`src/pkd_pkg.sv`:
```
`default_nettype none

package pkd_pkg;

  typedef enum logic {
    KIND_KITE = 1'b0,
    KIND_DART = 1'b1
  } pkd_kind_e;

  typedef enum logic [1:0] {
    TIP_PARENT = 2'd0,
    TIP_LEFT   = 2'd1,
    TIP_RIGHT  = 2'd2
  } pkd_tip_e;

  localparam int unsigned SideW   = 24;
  localparam int unsigned CoordW  = 32;
  localparam int unsigned AngW    = 5;
  localparam int unsigned AngMod  = 20;
  localparam int unsigned QuarterTurn = 15;
  localparam int unsigned TipTurnLeft  = 18;
  localparam int unsigned TipTurnRight = 2;
  localparam int unsigned KiteKids = 6;
  localparam int unsigned DartKids = 5;
  localparam int unsigned KidW     = 3;
  localparam int unsigned MagW     = 31;
  localparam int unsigned ProdW    = SideW + MagW;
  localparam int unsigned OffW     = 27;
  localparam int unsigned TipW     = 34;
  localparam int unsigned CtrW     = 35;

  localparam logic [31:0] InvPhiQ32 = 32'h9E3779B9;
  localparam logic [29:0] Cos36Q30  = 30'd868675383;

  typedef struct packed {
    logic        neg;
    logic [30:0] mag;
  } pkd_trig_t;

  typedef struct packed {
    pkd_kind_e       kind;
    pkd_tip_e        tip;
    logic [AngW-1:0] turn;
  } pkd_kid_t;

  typedef struct packed {
    logic                     valid;
    pkd_kind_e                kind;
    pkd_tip_e                 tip;
    logic                     last;
    logic signed [CoordW-1:0] x;
    logic signed [CoordW-1:0] y;
    logic [SideW-1:0]         side;
    logic [AngW-1:0]          angle;
    logic [AngW-1:0]          cangle;
  } pkd_child_t;

  function automatic logic [AngW-1:0] add_mod20(input logic [AngW-1:0] a,
                                                 input logic [AngW-1:0] b);
    logic [AngW:0] s;
    s = {1'b0, a} + {1'b0, b};
    if (s >= (AngW+1)'(AngMod)) begin
      s = s - (AngW+1)'(AngMod);
    end
    return s[AngW-1:0];
  endfunction

  // cos(k * 18 deg) in Q2.30 as sign and magnitude.
  function automatic pkd_trig_t cos_lookup(input logic [AngW-1:0] k);
    pkd_trig_t t;
    t.neg = 1'b0;
    t.mag = '0;
    unique case (k)
      5'd0:  begin t.mag = 31'd1073741824; end
      5'd1:  begin t.mag = 31'd1021189159; end
      5'd2:  begin t.mag = 31'd868675383;  end
      5'd3:  begin t.mag = 31'd631129609;  end
      5'd4:  begin t.mag = 31'd331804471;  end
      5'd5:  begin t.mag = 31'd0;          end
      5'd6:  begin t.mag = 31'd331804471;  t.neg = 1'b1; end
      5'd7:  begin t.mag = 31'd631129609;  t.neg = 1'b1; end
      5'd8:  begin t.mag = 31'd868675383;  t.neg = 1'b1; end
      5'd9:  begin t.mag = 31'd1021189159; t.neg = 1'b1; end
      5'd10: begin t.mag = 31'd1073741824; t.neg = 1'b1; end
      5'd11: begin t.mag = 31'd1021189159; t.neg = 1'b1; end
      5'd12: begin t.mag = 31'd868675383;  t.neg = 1'b1; end
      5'd13: begin t.mag = 31'd631129609;  t.neg = 1'b1; end
      5'd14: begin t.mag = 31'd331804471;  t.neg = 1'b1; end
      5'd15: begin t.mag = 31'd0;          end
      5'd16: begin t.mag = 31'd331804471;  end
      5'd17: begin t.mag = 31'd631129609;  end
      5'd18: begin t.mag = 31'd868675383;  end
      5'd19: begin t.mag = 31'd1021189159; end
      default: begin t.mag = '0; end
    endcase
    return t;
  endfunction

  function automatic pkd_kid_t kid_lookup(input pkd_kind_e parent,
                                          input logic [KidW-1:0] k);
    pkd_kid_t c;
    c = '{kind: KIND_KITE, tip: TIP_PARENT, turn: '0};
    if (parent == KIND_KITE) begin
      unique case (k)
        3'd0:    c = '{kind: KIND_DART, tip: TIP_PARENT, turn: 5'd18};
        3'd1:    c = '{kind: KIND_DART, tip: TIP_PARENT, turn: 5'd2};
        3'd2:    c = '{kind: KIND_KITE, tip: TIP_LEFT,   turn: 5'd6};
        3'd3:    c = '{kind: KIND_KITE, tip: TIP_LEFT,   turn: 5'd10};
        3'd4:    c = '{kind: KIND_KITE, tip: TIP_RIGHT,  turn: 5'd14};
        3'd5:    c = '{kind: KIND_KITE, tip: TIP_RIGHT,  turn: 5'd10};
        default: c = '{kind: KIND_KITE, tip: TIP_PARENT, turn: 5'd0};
      endcase
    end else begin
      unique case (k)
        3'd0:    c = '{kind: KIND_KITE, tip: TIP_PARENT, turn: 5'd0};
        3'd1:    c = '{kind: KIND_KITE, tip: TIP_PARENT, turn: 5'd16};
        3'd2:    c = '{kind: KIND_KITE, tip: TIP_PARENT, turn: 5'd4};
        3'd3:    c = '{kind: KIND_DART, tip: TIP_LEFT,   turn: 5'd8};
        3'd4:    c = '{kind: KIND_DART, tip: TIP_RIGHT,  turn: 5'd12};
        default: c = '{kind: KIND_KITE, tip: TIP_PARENT, turn: 5'd0};
      endcase
    end
    return c;
  endfunction

  // Rounds a Q2.30-scaled magnitude to nearest, ties away from zero, then signs it.
  function automatic logic signed [OffW-1:0] round_scaled(input logic [ProdW-1:0] p,
                                                          input logic neg);
    logic [ProdW:0]  s;
    logic [OffW-1:0] m;
    s = {1'b0, p} + (ProdW+1)'(64'd1 << 29);
    m = {1'b0, s[ProdW:30]};
    return neg ? -$signed(m) : $signed(m);
  endfunction

  function automatic logic [CoordW-1:0] sat32(input logic signed [CtrW-1:0] v);
    if (v > CtrW'(64'sh7FFFFFFF)) begin
      return 32'h7FFFFFFF;
    end else if (v < -CtrW'(64'sh80000000)) begin
      return 32'h80000000;
    end
    return v[CoordW-1:0];
  endfunction

endpackage

`default_nettype wire

```
`src/pkd_seq.sv`:
```
`default_nettype none

module pkd_seq (
  input  wire logic                             clk_i,
  input  wire logic                             rst_ni,
  input  wire logic                             start,
  output logic                                  busy,
  input  wire logic                             tile_type_i,
  input  wire logic signed [pkd_pkg::CoordW-1:0] tile_x_i,
  input  wire logic signed [pkd_pkg::CoordW-1:0] tile_y_i,
  input  wire logic [pkd_pkg::SideW-1:0]        tile_side_i,
  input  wire logic [pkd_pkg::AngW-1:0]         tile_angle_i,
  output pkd_pkg::pkd_child_t                   child_o
);

  logic                              active_q, active_d;
  pkd_pkg::pkd_kind_e                type_q;
  logic signed [pkd_pkg::CoordW-1:0] x_q, y_q;
  logic [pkd_pkg::SideW-1:0]         side_q;
  logic [pkd_pkg::AngW-1:0]          angle_q, angle_d;
  logic [pkd_pkg::KidW-1:0]          k_q, k_d;
  logic                              is_last;
  logic                              accept;
  pkd_pkg::pkd_kid_t                 kid;

  always_comb begin
    if (type_q == pkd_pkg::KIND_DART) begin
      is_last = (k_q == pkd_pkg::KidW'(pkd_pkg::DartKids - 1));
    end else begin
      is_last = (k_q == pkd_pkg::KidW'(pkd_pkg::KiteKids - 1));
    end
  end

  assign busy   = active_q && !is_last;
  assign accept = start && !busy;

  always_comb begin
    angle_d = tile_angle_i;
    if (tile_angle_i >= pkd_pkg::AngW'(pkd_pkg::AngMod)) begin
      angle_d = tile_angle_i - pkd_pkg::AngW'(pkd_pkg::AngMod);
    end
  end

  always_comb begin
    active_d = active_q;
    k_d      = k_q;
    if (accept) begin
      active_d = 1'b1;
      k_d      = '0;
    end else if (active_q) begin
      active_d = !is_last;
      k_d      = k_q + 1'b1;
    end
  end

  always_ff @(posedge clk_i or negedge rst_ni) begin
    if (!rst_ni) begin
      active_q <= 1'b0;
      k_q      <= '0;
      type_q   <= pkd_pkg::KIND_KITE;
    end else begin
      active_q <= active_d;
      k_q      <= k_d;
      if (accept) begin
        type_q <= pkd_pkg::pkd_kind_e'(tile_type_i);
      end
    end
  end

  always_ff @(posedge clk_i) begin
    if (accept) begin
      x_q     <= tile_x_i;
      y_q     <= tile_y_i;
      side_q  <= tile_side_i;
      angle_q <= angle_d;
    end
  end

  assign kid = pkd_pkg::kid_lookup(type_q, k_q);

  always_comb begin
    child_o.valid  = active_q;
    child_o.kind   = kid.kind;
    child_o.tip    = kid.tip;
    child_o.last   = is_last;
    child_o.x      = x_q;
    child_o.y      = y_q;
    child_o.side   = side_q;
    child_o.angle  = angle_q;
    child_o.cangle = pkd_pkg::add_mod20(angle_q, kid.turn);
  end

endmodule

`default_nettype wire

```
`config.mk`:
```
export PLATFORM = sky130hd
export DESIGN_NAME = pkd_seq
export DESIGN_NICKNAME = d
export VERILOG_FILES = /design/src/pkd_pkg.sv /design/src/pkd_seq.sv
export SDC_FILE = /design/constraint.sdc
export NUM_CORES = 1
export LEC_CHECK = 0
export ABC_CLOCK_PERIOD_IN_PS = 6100
export BUFFER_PORTS_ARGS = -buffer_cell sky130_fd_sc_hd__buf_2
export CELL_PAD_IN_SITES_DETAIL_PLACEMENT = 0
export CELL_PAD_IN_SITES_GLOBAL_PLACEMENT = 1
export CORE_MARGIN = 5
export CORE_UTILIZATION = 37
export CTS_CLUSTER_SIZE = 20
export DETAILED_ROUTE_END_ITERATION = 10
export PLACE_DENSITY = 0.81
export SETUP_SLACK_MARGIN = 0.4
export SLEW_MARGIN = 20
export SYNTH_ARGS = -nofsm -noshare
export SYNTH_HDL_FRONTEND = slang
export SYNTH_SLANG_ARGS = --single-unit
```
`constraint.sdc`:
```
create_clock -name clk_i -period 6.1 [get_ports clk_i]
set_input_delay 0.915 -clock clk_i [delete_from_list [all_inputs] [get_ports clk_i]]
set_output_delay 0.915 -clock clk_i [all_outputs]
set_load 0.03 [all_outputs]
```
# Word-level counts from Yosys, hierarchy flattened
# Index checks and enable logic that the tools add are counted.
# word_totals
elab_cells,34
out_inout_bits,104
register_bits,98
input_bits,97
# op_classes
muxes,10
n_addsub,4
n_eq_ne,5
reduce_logical,6
magnitude_cmp,2
# ops
op,count
one-hot mux 8 bit (6 select lines),1
one-hot mux 8 bit (4 select lines),1
2-to-1 mux 5 bit,2
subtractor 5 bit (second input constant),2
2-to-1 mux 8 bit,1
adder 5 x 5 -> 6 bit,1
equality test 3 x 2 -> 1 bit (second input constant),2
equality test 3 bit (second input constant),2
greater-or-equal comparator 6 x 5 -> 1 bit (second input constant),1
2-to-1 mux 3 bit,2
greater-or-equal comparator 5 bit (second input constant),1
adder 3 x 1 -> 3 bit (second input constant),1
equality test 3 x 1 -> 1 bit (second input constant),1
logical NOT 3 bit,1
2-to-1 mux 1 bit,3
logical AND 1 bit,2
logical NOT 1 bit,2
nonzero test 2 bit,1

# Logic depth before layout (Yosys ltp)
# Gate-level depths: netlist of run 1.
# depth
word_depth,7
ltp_mapped,13
depth_no_buf,12

# Worst setup path before layout of run 1
# No wires, ideal clock.
# synth_timing
path_kind,register -> output
from,register k_q[0] (netlist bit)
to,output port child_o[3] (netlist bit)
setup_slack_ps,2026
arrival_ps,3159
path_stages_with_launch,14
required_ps,5185
n_path_buf,1
cell_sequence,dfrtp_1 inv_1 ha_1 clkbuf_1 nor3_1 a21oi_1 ha_1 inv_1 fa_1 xor2_1 ha_1 a21boi_0 o311ai_2 mux2i_1
# synth_rtl
element,line_no,text
start: declaration,pkd_seq.sv:21,"logic [pkd_pkg::KidW-1:0] k_q, k_d;"
start signal: assignment,pkd_seq.sv:63,k_q <= k_d;
end: declaration,pkd_seq.sv:13,output pkd_pkg::pkd_child_t child_o

==> results of run 1 <==
## path summary, 6_finish.rpt
| check | depth (start not counted) | from | endpoint |
|---|---|---|---|
| min in group clk_i | 2 | k_q[1] | k_q[1] |
| hold / removal | 1 | rst_ni | active_q |
| max in group asynchronous | 1 | rst_ni | k_q[2] |
| hold reg to reg | 2 | k_q[1] | k_q[1] |
| setup / recovery | 13 | k_q[2] | child_o[3] |
| setup reg to reg | 6 | k_q[0] | x_q[28] |
## worst register-to-register path, delay by kind of cell, from the launching register on
family	cells	cell delay, ps
flip-flops	1	430
adder cells (fa/ha/maj)	1	310
multiplexers	1	140
buffers and inverters	2	730
AND/OR/NAND/NOR	1	540
AO/OA/AOI/OAI	1	160
## power groups by stage
stage                     clock, mW  sequential [mW]  combinational, mW
after floorplan                   0             1.27              0.654
after global placement            0             1.01               1.22
after detailed placement          0             1.02               1.24
after CTS                     0.457             1.00               1.24
after global routing          0.489             1.02               1.32
final                         0.441             1.00               1.22
## cell families after synthesis
group / Yosys count / synth area share
buffers and inverters: 22 / 0.03054
adders and majority gates: 14 / 0.05125
muxes: 8 / 0.02527
and+or+nand+nor: 21 / 0.02703
DFF: 98 / 0.8185
AOI/OAI and AO/OA: 20 / 0.04001
xor gates and xnor gates: 3 / 0.007372
## stage by stage
step	hold slack, ps	setup WS (ps)	std cells	power [mW]
finish	365.5	1621	526	2.664
CTS	343.9	1595	526	2.702
floorplan	538.2	2026	186	1.927
detailed placement	592.3	1997	510	2.253
global placement	561.7	2174	510	2.225
global route	357.1	1380	526	2.830
## registers in the layout, summed over array words and instances, names as in the netlist
name	count
y_q	32
k_q	3
side_q	24
x_q	32
angle_q	5
active_q	1
type_q	1
## per-layer routing
layer | GRT usage | share of wire
met1 | 0.1421 | 0.31
met2 | 0.2651 | 0.55
met3 | 0.07821 | 0.12
met4 | 0.05140 | 0.0097
met5 | 0 | 0
## synthesized netlist by cell type
cell type  instances
a211oi_1           2
dfrtp_1            5
xor2_1             1
o21ai_0            6
o21ba_2            1
o21ai_2            1
buf_6              2
nand2_1            6
mux2_4             1
ha_1              13
mux2i_2            1
o311ai_0           1
mux2i_1            5
fa_1               1
xnor2_1            2
nor2b_1            1
nor3_1             1
o311ai_2           1
inv_1             16
edfxtp_1          93
or2b_1             1
and2_4             1
mux2_2             1
o31a_1             1
nor2_1             9
buf_4              3
a21oi_1            4
nor3b_1            1
nand3_1            1
clkbuf_1           1
a21boi_0           2
o311a_1            1
## cell type report
| type | count | area (sq um) |
|---|---|---|
| multi-input cells | 66 | 538.0 |
| well taps | 129 | 161.4 |
| fillers | 840 | 4423 |
| clock buffers | 9 | 123.9 |
| repair buffers | 201 | 1008 |
| clock inverters | 7 | 95.09 |
| inverters | 16 | 60.06 |
| flip-flops and latches | 98 | 2918 |
==> results.sh, run 1 <==
export IMPL_status="completed"
export IMPL_p_per_area_nw_per_um2=543.2
export IMPL_rsz0062_at_grt="no"
export IMPL_vias=2290
export IMPL_synthCells=186
export IMPL_fin_crit_ps=4479
export IMPL_post_cts_buffers=0
export IMPL_cts_sinks=98
export IMPL_hpwl_microns=6699
export IMPL_finalSetupTns_ps=0
export IMPL_synth_avg_cell_area_sq_um=19.16
export IMPL_worstPathArrival_ps=3560
export IMPL_hold_viol=0
export IMPL_crit_fanout=7
export IMPL_worstPathCellList="inv_1, ha_1, nor3_1, a21oi_1, ha_1, inv_1, fa_1, xor2_1, ha_1, a21boi_0, o311ai_2, mux2i_1, buf_2"
export IMPL_placed_cell_area_sq_um=4686
export IMPL_clk_latency_ps=360
export IMPL_drc=0
export IMPL_drv_slew=0
export IMPL_yosysTopAreaCellShare=0.7834
export IMPL_io_buffers=200
export IMPL_power_report_internal_total_mw=1.514
export IMPL_syn_nets=297
export IMPL_first_iter_violations=82
export IMPL_setup_viol=0
export IMPL_final_area_sq_um=4905
export IMPL_switchingPower_mw=1.150
export IMPL_cp_common_cell="ha_1"
export IMPL_endpoint_kind="output port"
export IMPL_antennaDiodeCount=0
export IMPL_clock_fmax_ghz=0.2233
export IMPL_path_buf_inv=3
export IMPL_required_ps=5180
export IMPL_slowest_stage="dfrtp_1"
export IMPL_synth_seq_area_share=0.8185
export IMPL_grt_pass1_wl_microns=12920
export IMPL_clockBufferDepth=2
export IMPL_core_area_sq_um=9328
export IMPL_final_antenna_net_count=0
export IMPL_gp_congestion=0.8040
export IMPL_drive_above_1_share=0.5642
export IMPL_ys_seq_elements=98
export IMPL_ctsResizeCount=0
export IMPL_setup_worst_path_start_class="flop"
export IMPL_netlist_top_cells_area="edfxtp_1 (78%), ha_1 (4.6%), dfrtp_1 (3.5%)"
export IMPL_grt_usage=0.1469
export IMPL_cpPeakStageDelay_ps=460
export IMPL_crit_family="adder cells"
export IMPL_finalCritPeriodShare=0.7342
export IMPL_synth_area_sq_um=3565
export IMPL_cap_violations=0
export IMPL_io_pins=201
export IMPL_first_pass_iters=4
export IMPL_hp_class="input pin to async pin"
export IMPL_seqPwrFrac=0.376
export IMPL_overflow=0
export IMPL_die_w_microns=108.2
export IMPL_fin_nets=503
export IMPL_yosysWarningCount=0
export IMPL_wl_per_cell_microns=16.15
export IMPL_clkPwrFrac=0.165
export IMPL_cts_root_buf="clkbuf_8"
export IMPL_p_leak_nw=2.127
export IMPL_start_util=0.3822
export IMPL_die_area_sq_um=11700
export IMPL_final_common_cell="buf_2"
export IMPL_p_sw_frac=0.4318
export IMPL_max_slew_margin=0.5714
export IMPL_grt_pass1_vias=2444
export IMPL_postCtsHoldBufs=0
export IMPL_clock_skew_ps=18.69
export IMPL_synth_distinct_cells=32
export IMPL_reg2reg_slack_ps=3410
export IMPL_final_util=0.5258
export IMPL_tightest_slew_ps=642.9
export IMPL_die_h_microns=108.2
export IMPL_grt_start_max_net_pins=52
export IMPL_area_delta_synth_final_pct=37.59
export IMPL_htree_levels=3
export IMPL_mostFrequentLayoutCells="buf_2 (200), edfxtp_1 (93), inv_1 (16), ha_1 (13)"
export IMPL_drt_wl_total_microns=8494
export IMPL_synth_top_area_cell="edfxtp_1"
export IMPL_critPathKind="flop to output port"
export IMPL_cts_buffers=9
export IMPL_clk_pin_slew_ps=100
export IMPL_ir_drop_v=0.0004932
export IMPL_grt_antenna_before_repair=0
export IMPL_via_per_inst=4.354
export IMPL_combPwrFrac=0.459
export IMPL_num_rows=35
export IMPL_cts_tree="done"
Note: power is estimated with default switching activity, not from simulation.
==> inputs of run 2 (changes only) <==
--- a/config.mk
+++ b/config.mk
@@ -5,15 +5,16 @@
 export SDC_FILE = /design/constraint.sdc
 export NUM_CORES = 1
 export LEC_CHECK = 0
-export ABC_CLOCK_PERIOD_IN_PS = 6100
+export ABC_AREA = 1
+export ABC_CLOCK_PERIOD_IN_PS = 4500
 export BUFFER_PORTS_ARGS = -buffer_cell sky130_fd_sc_hd__buf_2
 export CELL_PAD_IN_SITES_DETAIL_PLACEMENT = 0
 export CELL_PAD_IN_SITES_GLOBAL_PLACEMENT = 1
 export CORE_MARGIN = 5
-export CORE_UTILIZATION = 37
+export CORE_UTILIZATION = 34
 export CTS_CLUSTER_SIZE = 20
 export DETAILED_ROUTE_END_ITERATION = 10
-export PLACE_DENSITY = 0.81
+export PLACE_DENSITY = 0.76
 export SETUP_SLACK_MARGIN = 0.4
 export SLEW_MARGIN = 20
 export SYNTH_ARGS = -nofsm -noshare
==> constraint.sdc (replaced) <==
create_clock -name clk_i -period 4.5 [get_ports clk_i]
set_input_delay 0.675 -clock clk_i [delete_from_list [all_inputs] [get_ports clk_i]]
set_output_delay 0.675 -clock clk_i [all_outputs]
set_load 0.03 [all_outputs]
==> results.sh, run 2 <==
export IMPL_clk_latency_ps=350
export IMPL_max_slew_margin=0.6604
export IMPL_synth_top_area_cell="edfxtp_1"
export IMPL_die_area_sq_um=12570
export IMPL_synthArstFlopShare=0.05102
export IMPL_fin_nets=529
export IMPL_status="completed"
export IMPL_worstPathArrival_ps=3120
export IMPL_clock_skew_ps=9.596
export IMPL_cpPeakStageDelay_ps=430
export IMPL_required_ps=3830
export IMPL_final_util=0.4814
export IMPL_cp_common_cell="nand2_1"
export IMPL_clockBufferDepth=2
export IMPL_grt_pass1_wl_microns=13810
export IMPL_endpoint_kind="output port"
export IMPL_synth_area_sq_um=3545
export IMPL_crit_family="adder cells"
export IMPL_finalCritPeriodShare=0.8422
export IMPL_finalSetupTns_ps=0
export IMPL_io_pins=201
export IMPL_first_iter_violations=99
export IMPL_p_leak_nw=2.200
export IMPL_via_per_inst=4.333
export IMPL_core_area_sq_um=10230
export IMPL_synth_flop_cell="edfxtp_1"
export IMPL_yosysTopAreaCellShare=0.7879
export IMPL_final_common_cell="buf_2"
export IMPL_worst_slack_ps=709.9
export IMPL_first_pass_iters=4
export IMPL_path_buf_inv=5
export IMPL_postCtsHoldBufs=0
export IMPL_drv_slew=0
export IMPL_gp_congestion=0.8482
export IMPL_critPathKind="flop to output port"
export IMPL_synthCells=208
export IMPL_wl_per_cell_microns=16.41
export IMPL_synth_seq_area_share=0.8232
export IMPL_grt_pass1_vias=2655
export IMPL_grt_antenna_before_repair=2
export IMPL_yosysWarningCount=0
export IMPL_vias=2422
export IMPL_drt_wl_total_microns=9175
export IMPL_reg_top3="x_q: 32 flops, y_q: 32 flops, side_q: 24 flops"
export IMPL_io_buffers=200
export IMPL_crit_fanout=4
export IMPL_htree_levels=3
export IMPL_slowest_stage="dfrtp_1"
export IMPL_ir_drop_v=0.0007694
export IMPL_synth_most_common_cell="edfxtp_1"
export IMPL_cts_buffers=9
export IMPL_drive_above_1_share=0.5319
export IMPL_die_h_microns=112.1
export IMPL_cts_tree="done"
export IMPL_setup_worst_path_start_class="flop"
export IMPL_fin_crit_ps=3790
export IMPL_synth_distinct_cells=22
export IMPL_clock_fmax_ghz=0.2638
export IMPL_start_util=0.3465
export IMPL_grt_usage=0.1445
export IMPL_final_antenna_net_count=0
export IMPL_cap_violations=0
export IMPL_antennaDiodeCount=0
export IMPL_drc=0
export IMPL_p_per_area_nw_per_um2=713.9
export IMPL_syn_nets=319
export IMPL_yosys_top_cells_count="edfxtp_1 (93), nand2_1 (28), inv_1 (22)"
export IMPL_synth_avg_cell_area_sq_um=17.04
export IMPL_hpwl_microns=7416
export IMPL_worstPathCellList="inv_1, ha_1, inv_1, nor2_2, o21ai_2, nand2_1, ha_1, inv_1, fa_1, xnor2_2, inv_1, ha_1, nand2_1, nand3_1, nand2_1, nand2_1, nand2_1, buf_2"
export IMPL_netlist_top_cells_area="edfxtp_1 (79%), ha_1 (4.6%), dfrtp_1 (3.5%)"
export IMPL_cts_root_buf="clkbuf_8"
export IMPL_setup_viol=0
export IMPL_die_w_microns=112.1
export IMPL_p_total_mw=3.516
export IMPL_overflow=0
export IMPL_hp_class="input pin to async pin"
export IMPL_tightest_slew_ps=509.4
export IMPL_cts_sinks=98
export IMPL_hold_viol=0
export IMPL_r2r_start="k_q[0]"
export IMPL_pre_cts_ws_ps=966.1
export IMPL_num_rows=37
export IMPL_synth_edf_count=93
export IMPL_mostFrequentLayoutCells="buf_2 (200), edfxtp_1 (93), nand2_1 (28), inv_1 (22), ha_1 (13)"
export IMPL_startpoint="k_q[0]"
export IMPL_grt_start_max_net_pins=43
export IMPL_area_delta_synth_final_pct=38.93
export IMPL_rsz0062_at_grt="no"
export IMPL_ys_seq_elements=98
export IMPL_clk_pin_slew_ps=100
==> run 2: cell types whose count changed in the layout (fill, tap and decap cells not counted), moves of 2 or more <==
| cell | before | now |
|---|---|---|
| a211oi_1 | 2 | 0 |
| a21oi_1 | 4 | 2 |
| nand2_2 | 0 | 2 |
| clkinvlp_4 | 0 | 3 |
| inv_1 | 16 | 22 |
| mux2i_1 | 5 | 1 |
| nand3_1 | 1 | 10 |
| nand2_1 | 6 | 28 |
| clkinv_1 | 0 | 2 |
| clkinv_4 | 2 | 0 |
==> run 2: path summary, 6_finish.rpt <==
check | end | slack [ps] | depth (start not counted)
max in group asynchronous | k_q[2] | 4230 | 1
min reg2reg | k_q[0] | 620 | 2
max reg2reg | side_q[4] | 2100 | 9
min | type_q | 130 | 1
max | child_o[3] | 710 | 18
min in group clk_i | x_q[31] | 490 | 1
==> run 2: layer usage <==
metal  global-route usage  share of wire
met1               0.1400           0.33
met2               0.2431           0.50
met3              0.08787           0.13
met4              0.06971          0.033
met5                    0         0.0029
==> run 2: cell families after synthesis <==
kind of cell	after synthesis	synth area share
xor gates and xnor gates	3	0.007414
DFF	98	0.8232
muxes	1	0.002824
AOI/OAI and AO/OA	13	0.02083
buffers and inverters	27	0.03177
and+or+nand+nor	52	0.06248
adders and majority gates	14	0.05154
==> run 2: area by class of cell <==
type | count | area, sq um
flip-flops and latches | 98 | 2918
well taps | 136 | 170.2
repair buffers | 202 | 1016
fillers | 932 | 5306
clock inverters | 7 | 76.32
inverters | 24 | 92.59
multi-input cells | 83 | 528.0
clock buffers | 9 | 123.9
==> run 2: what timing repair did <==
action	4_1_cts	5_1_grt
gates resized for setup	0	4
buffers inserted	0	0
endpoints found under the setup margin	0	2
==> run 2: power by group <==
part	internal, mW	switching, mW	total (mW)
combinational	0.452	1.16	1.62
clock	0.261	0.308	0.569
sequential	1.26	0.0698	1.33
==> run 2: stage by stage <==
| step | hold WS [ps] | cells | area [sq um] |
|---|---|---|---|
| after detailed placement | 507.4 | 543 | 4711 |
| after global routing | 99.93 | 559 | 4925 |
| after CTS | 105.3 | 559 | 4911 |
| after global placement | 505.6 | 543 | 4711 |
| final | 125.4 | 559 | 4925 |
| after floorplan | 379.4 | 208 | 3545 |
==> inputs of run 3 (changes only) <==
--- a/config.mk
+++ b/config.mk
@@ -6,7 +6,7 @@
 export NUM_CORES = 1
 export LEC_CHECK = 0
 export ABC_AREA = 1
-export ABC_CLOCK_PERIOD_IN_PS = 4500
+export ABC_CLOCK_PERIOD_IN_PS = 3800
 export BUFFER_PORTS_ARGS = -buffer_cell sky130_fd_sc_hd__buf_2
 export CELL_PAD_IN_SITES_DETAIL_PLACEMENT = 0
 export CELL_PAD_IN_SITES_GLOBAL_PLACEMENT = 1
==> constraint.sdc (replaced) <==
create_clock -name clk_i -period 3.8 [get_ports clk_i]
set_input_delay 0.57 -clock clk_i [delete_from_list [all_inputs] [get_ports clk_i]]
set_output_delay 0.57 -clock clk_i [all_outputs]
set_load 0.03 [all_outputs]
==> results.sh, run 3 (synthesis gave the netlist of run 2 again) <==
export IMPL_drc=0
export IMPL_gp_congestion=0.8414
export IMPL_worstPathArrival_ps=2860
export IMPL_grt_antenna_before_repair=3
export IMPL_fin_nets=538
export IMPL_cap_violations=0
export IMPL_finalSetupTns_ps=0
export IMPL_p_total_mw=4.517
export IMPL_cpPeakStageDelay_ps=450
export IMPL_final_antenna_net_count=0
export IMPL_drt_wl_total_microns=9415
export IMPL_hold_viol=0
export IMPL_via_per_inst=4.320
export IMPL_seqPwrFrac=0.352
export IMPL_grt_pass1_wl_microns=13880
export IMPL_cts_buffers=9
export IMPL_required_ps=3230
export IMPL_fillCellCount=911
export IMPL_io_buffers=200
export IMPL_mostFrequentLayoutCells="buf_2 (197), edfxtp_1 (93), nand2_1 (25), inv_1 (15), buf_4 (11)"
export IMPL_vias=2454
export IMPL_core_area_sq_um=10230
export IMPL_htree_levels=3
export IMPL_final_area_sq_um=5111
export IMPL_final_common_cell="buf_2"
export IMPL_setup_worst_path_start_class="flop"
export IMPL_clock_fmax_ghz=0.2915
export IMPL_clock_skew_ps=13.37
export IMPL_drive_above_1_share=0.5995
export IMPL_first_pass_iters=4
export IMPL_crit_fanout=4
export IMPL_clk_latency_ps=350
export IMPL_cts_root_buf="clkbuf_8"
export IMPL_drv_slew=0
export IMPL_grt_start_max_net_pins=52
export IMPL_placed_cell_area_sq_um=4718
export IMPL_switchingPower_mw=1.985
export IMPL_overflow=0
export IMPL_worstPathCellList="buf_4, ha_4, inv_1, o21ai_0, o21ai_0, nand2_1, ha_1, xnor2_2, inv_2, ha_2, nand2_2, nand3_4, nand2_2, nand2_1, nand2_1, buf_6"
export IMPL_tightest_slew_ps=620.0
export IMPL_die_area_sq_um=12570
export IMPL_antennaDiodeCount=0
export IMPL_reg_top3="x_q: 32 flops, y_q: 32 flops, side_q: 24 flops"
export IMPL_grt_pass1_vias=2742
export IMPL_clkPwrFrac=0.139
export IMPL_grt_usage=0.1440
export IMPL_worstHoldStart="tile_x_i[13]"
export IMPL_start_util=0.3465
export IMPL_max_slew_margin=0.5866
export IMPL_io_pins=201
export IMPL_wl_per_cell_microns=16.58
export IMPL_cts_tree="done"
export IMPL_area_delta_synth_final_pct=44.19
export IMPL_p_sw_frac=0.4395
export IMPL_first_iter_violations=99
export IMPL_r2r_start="k_q[1]"
export IMPL_critPathKind="flop to output port"
export IMPL_rsz0062_at_grt="yes"
export IMPL_finalCritPeriodShare=0.9028
export IMPL_fin_crit_ps=3431
export IMPL_p_per_area_nw_per_um2=883.8
export IMPL_ir_drop_v=0.0008223
export IMPL_hpwl_microns=7374
export IMPL_status="completed"
export IMPL_combPwrFrac=0.509
export IMPL_power_report_internal_total_mw=2.532
export IMPL_clockBufferDepth=2
export IMPL_cp_common_cell="nand2_1"
export IMPL_die_h_microns=112.1
export IMPL_endpoint_kind="output port"
export IMPL_clk_pin_slew_ps=100
export IMPL_die_w_microns=112.1
export IMPL_p_leak_nw=2.240
export IMPL_cts_sinks=98
export IMPL_slowest_stage="dfrtp_2"
export IMPL_hp_class="input pin to flop"
export IMPL_num_rows=37
export IMPL_setup_viol=0
export IMPL_startpoint="k_q[0]"
-- run 3: path summary, 6_finish.rpt --
| kind | slack (ps) | end | depth (start not counted) |
|---|---|---|---|
| min in group asynchronous | 550 | type_q | 2 |
| max in group asynchronous | 3090 | k_q[2] | 2 |
| min reg2reg | 720 | k_q[0] | 2 |
| min | 380 | x_q[13] | 1 |
| max | 370 | child_o[2] | 16 |
| max reg2reg | 1440 | x_q[4] | 9 |
-- run 3: metal layers --
layer | up-vias | track usage | wire length (microns)
met5 | - | 0 | 33
met3 | 21 | 0.08356 | 1081
li1 | 1173 | - | -
met2 | 114 | 0.2555 | 4946
met4 | 6 | 0.05689 | 212
met1 | 1140 | 0.1359 | 3141
-- run 3: cell type report --
class	count	area [sq um]	area share
sequential	98	2922	0.5716
timing repair buffer	211	1101	0.2154
multi-input combinational	83	639.4	0.1251
tap	136	170.2	0.03329
clock buffer	9	123.9	0.02424
inverter	24	92.59	0.01812
clock inverter	7	62.56	0.01224
-- run 3: power groups by stage --
stage               combinational, mW  sequential, mW  clock, mW
finish                           2.30            1.59      0.626
global route                     2.48            1.62      0.699
CTS                              2.17            1.59      0.647
detailed placement               1.92            1.60          0
global placement                 1.88            1.59          0
floorplan                       0.949            2.02          0
-- run 3: repair_timing --
item | in CTS | in global routing
resized for setup | 29 | 16
endpoints found under the hold margin | 0 | 3
endpoints found under the setup margin | 3 | 3
pin swaps | 11 | 12
buffers inserted | 5 | 2
hold buffers | 0 | 1
-- run 3: worst max-delay path: cells and delay by family (launching register included) --
| kind | cells | cell delay (ps) |
|---|---|---|
| compound gates | 2 | 230 |
| xor+xnor | 1 | 210 |
| fa+ha+maj | 3 | 720 |
| buf+inv | 4 | 440 |
| flops | 1 | 450 |
| simple gates | 6 | 460 |
-- run 3: metrics by stage --
step	setup slack, ps	util	instances	hold slack (ps)
2_1_floorplan	566.1	-	208	274.4
3_3_place_gp	571.3	0.4612	544	400.1
3_5_place_dp	419.8	0.4612	544	400.9
4_1_cts	295.1	0.4913	565	0.9188
5_1_grt	222.9	0.4996	568	348.5
6_report	369.4	0.4996	568	383.5
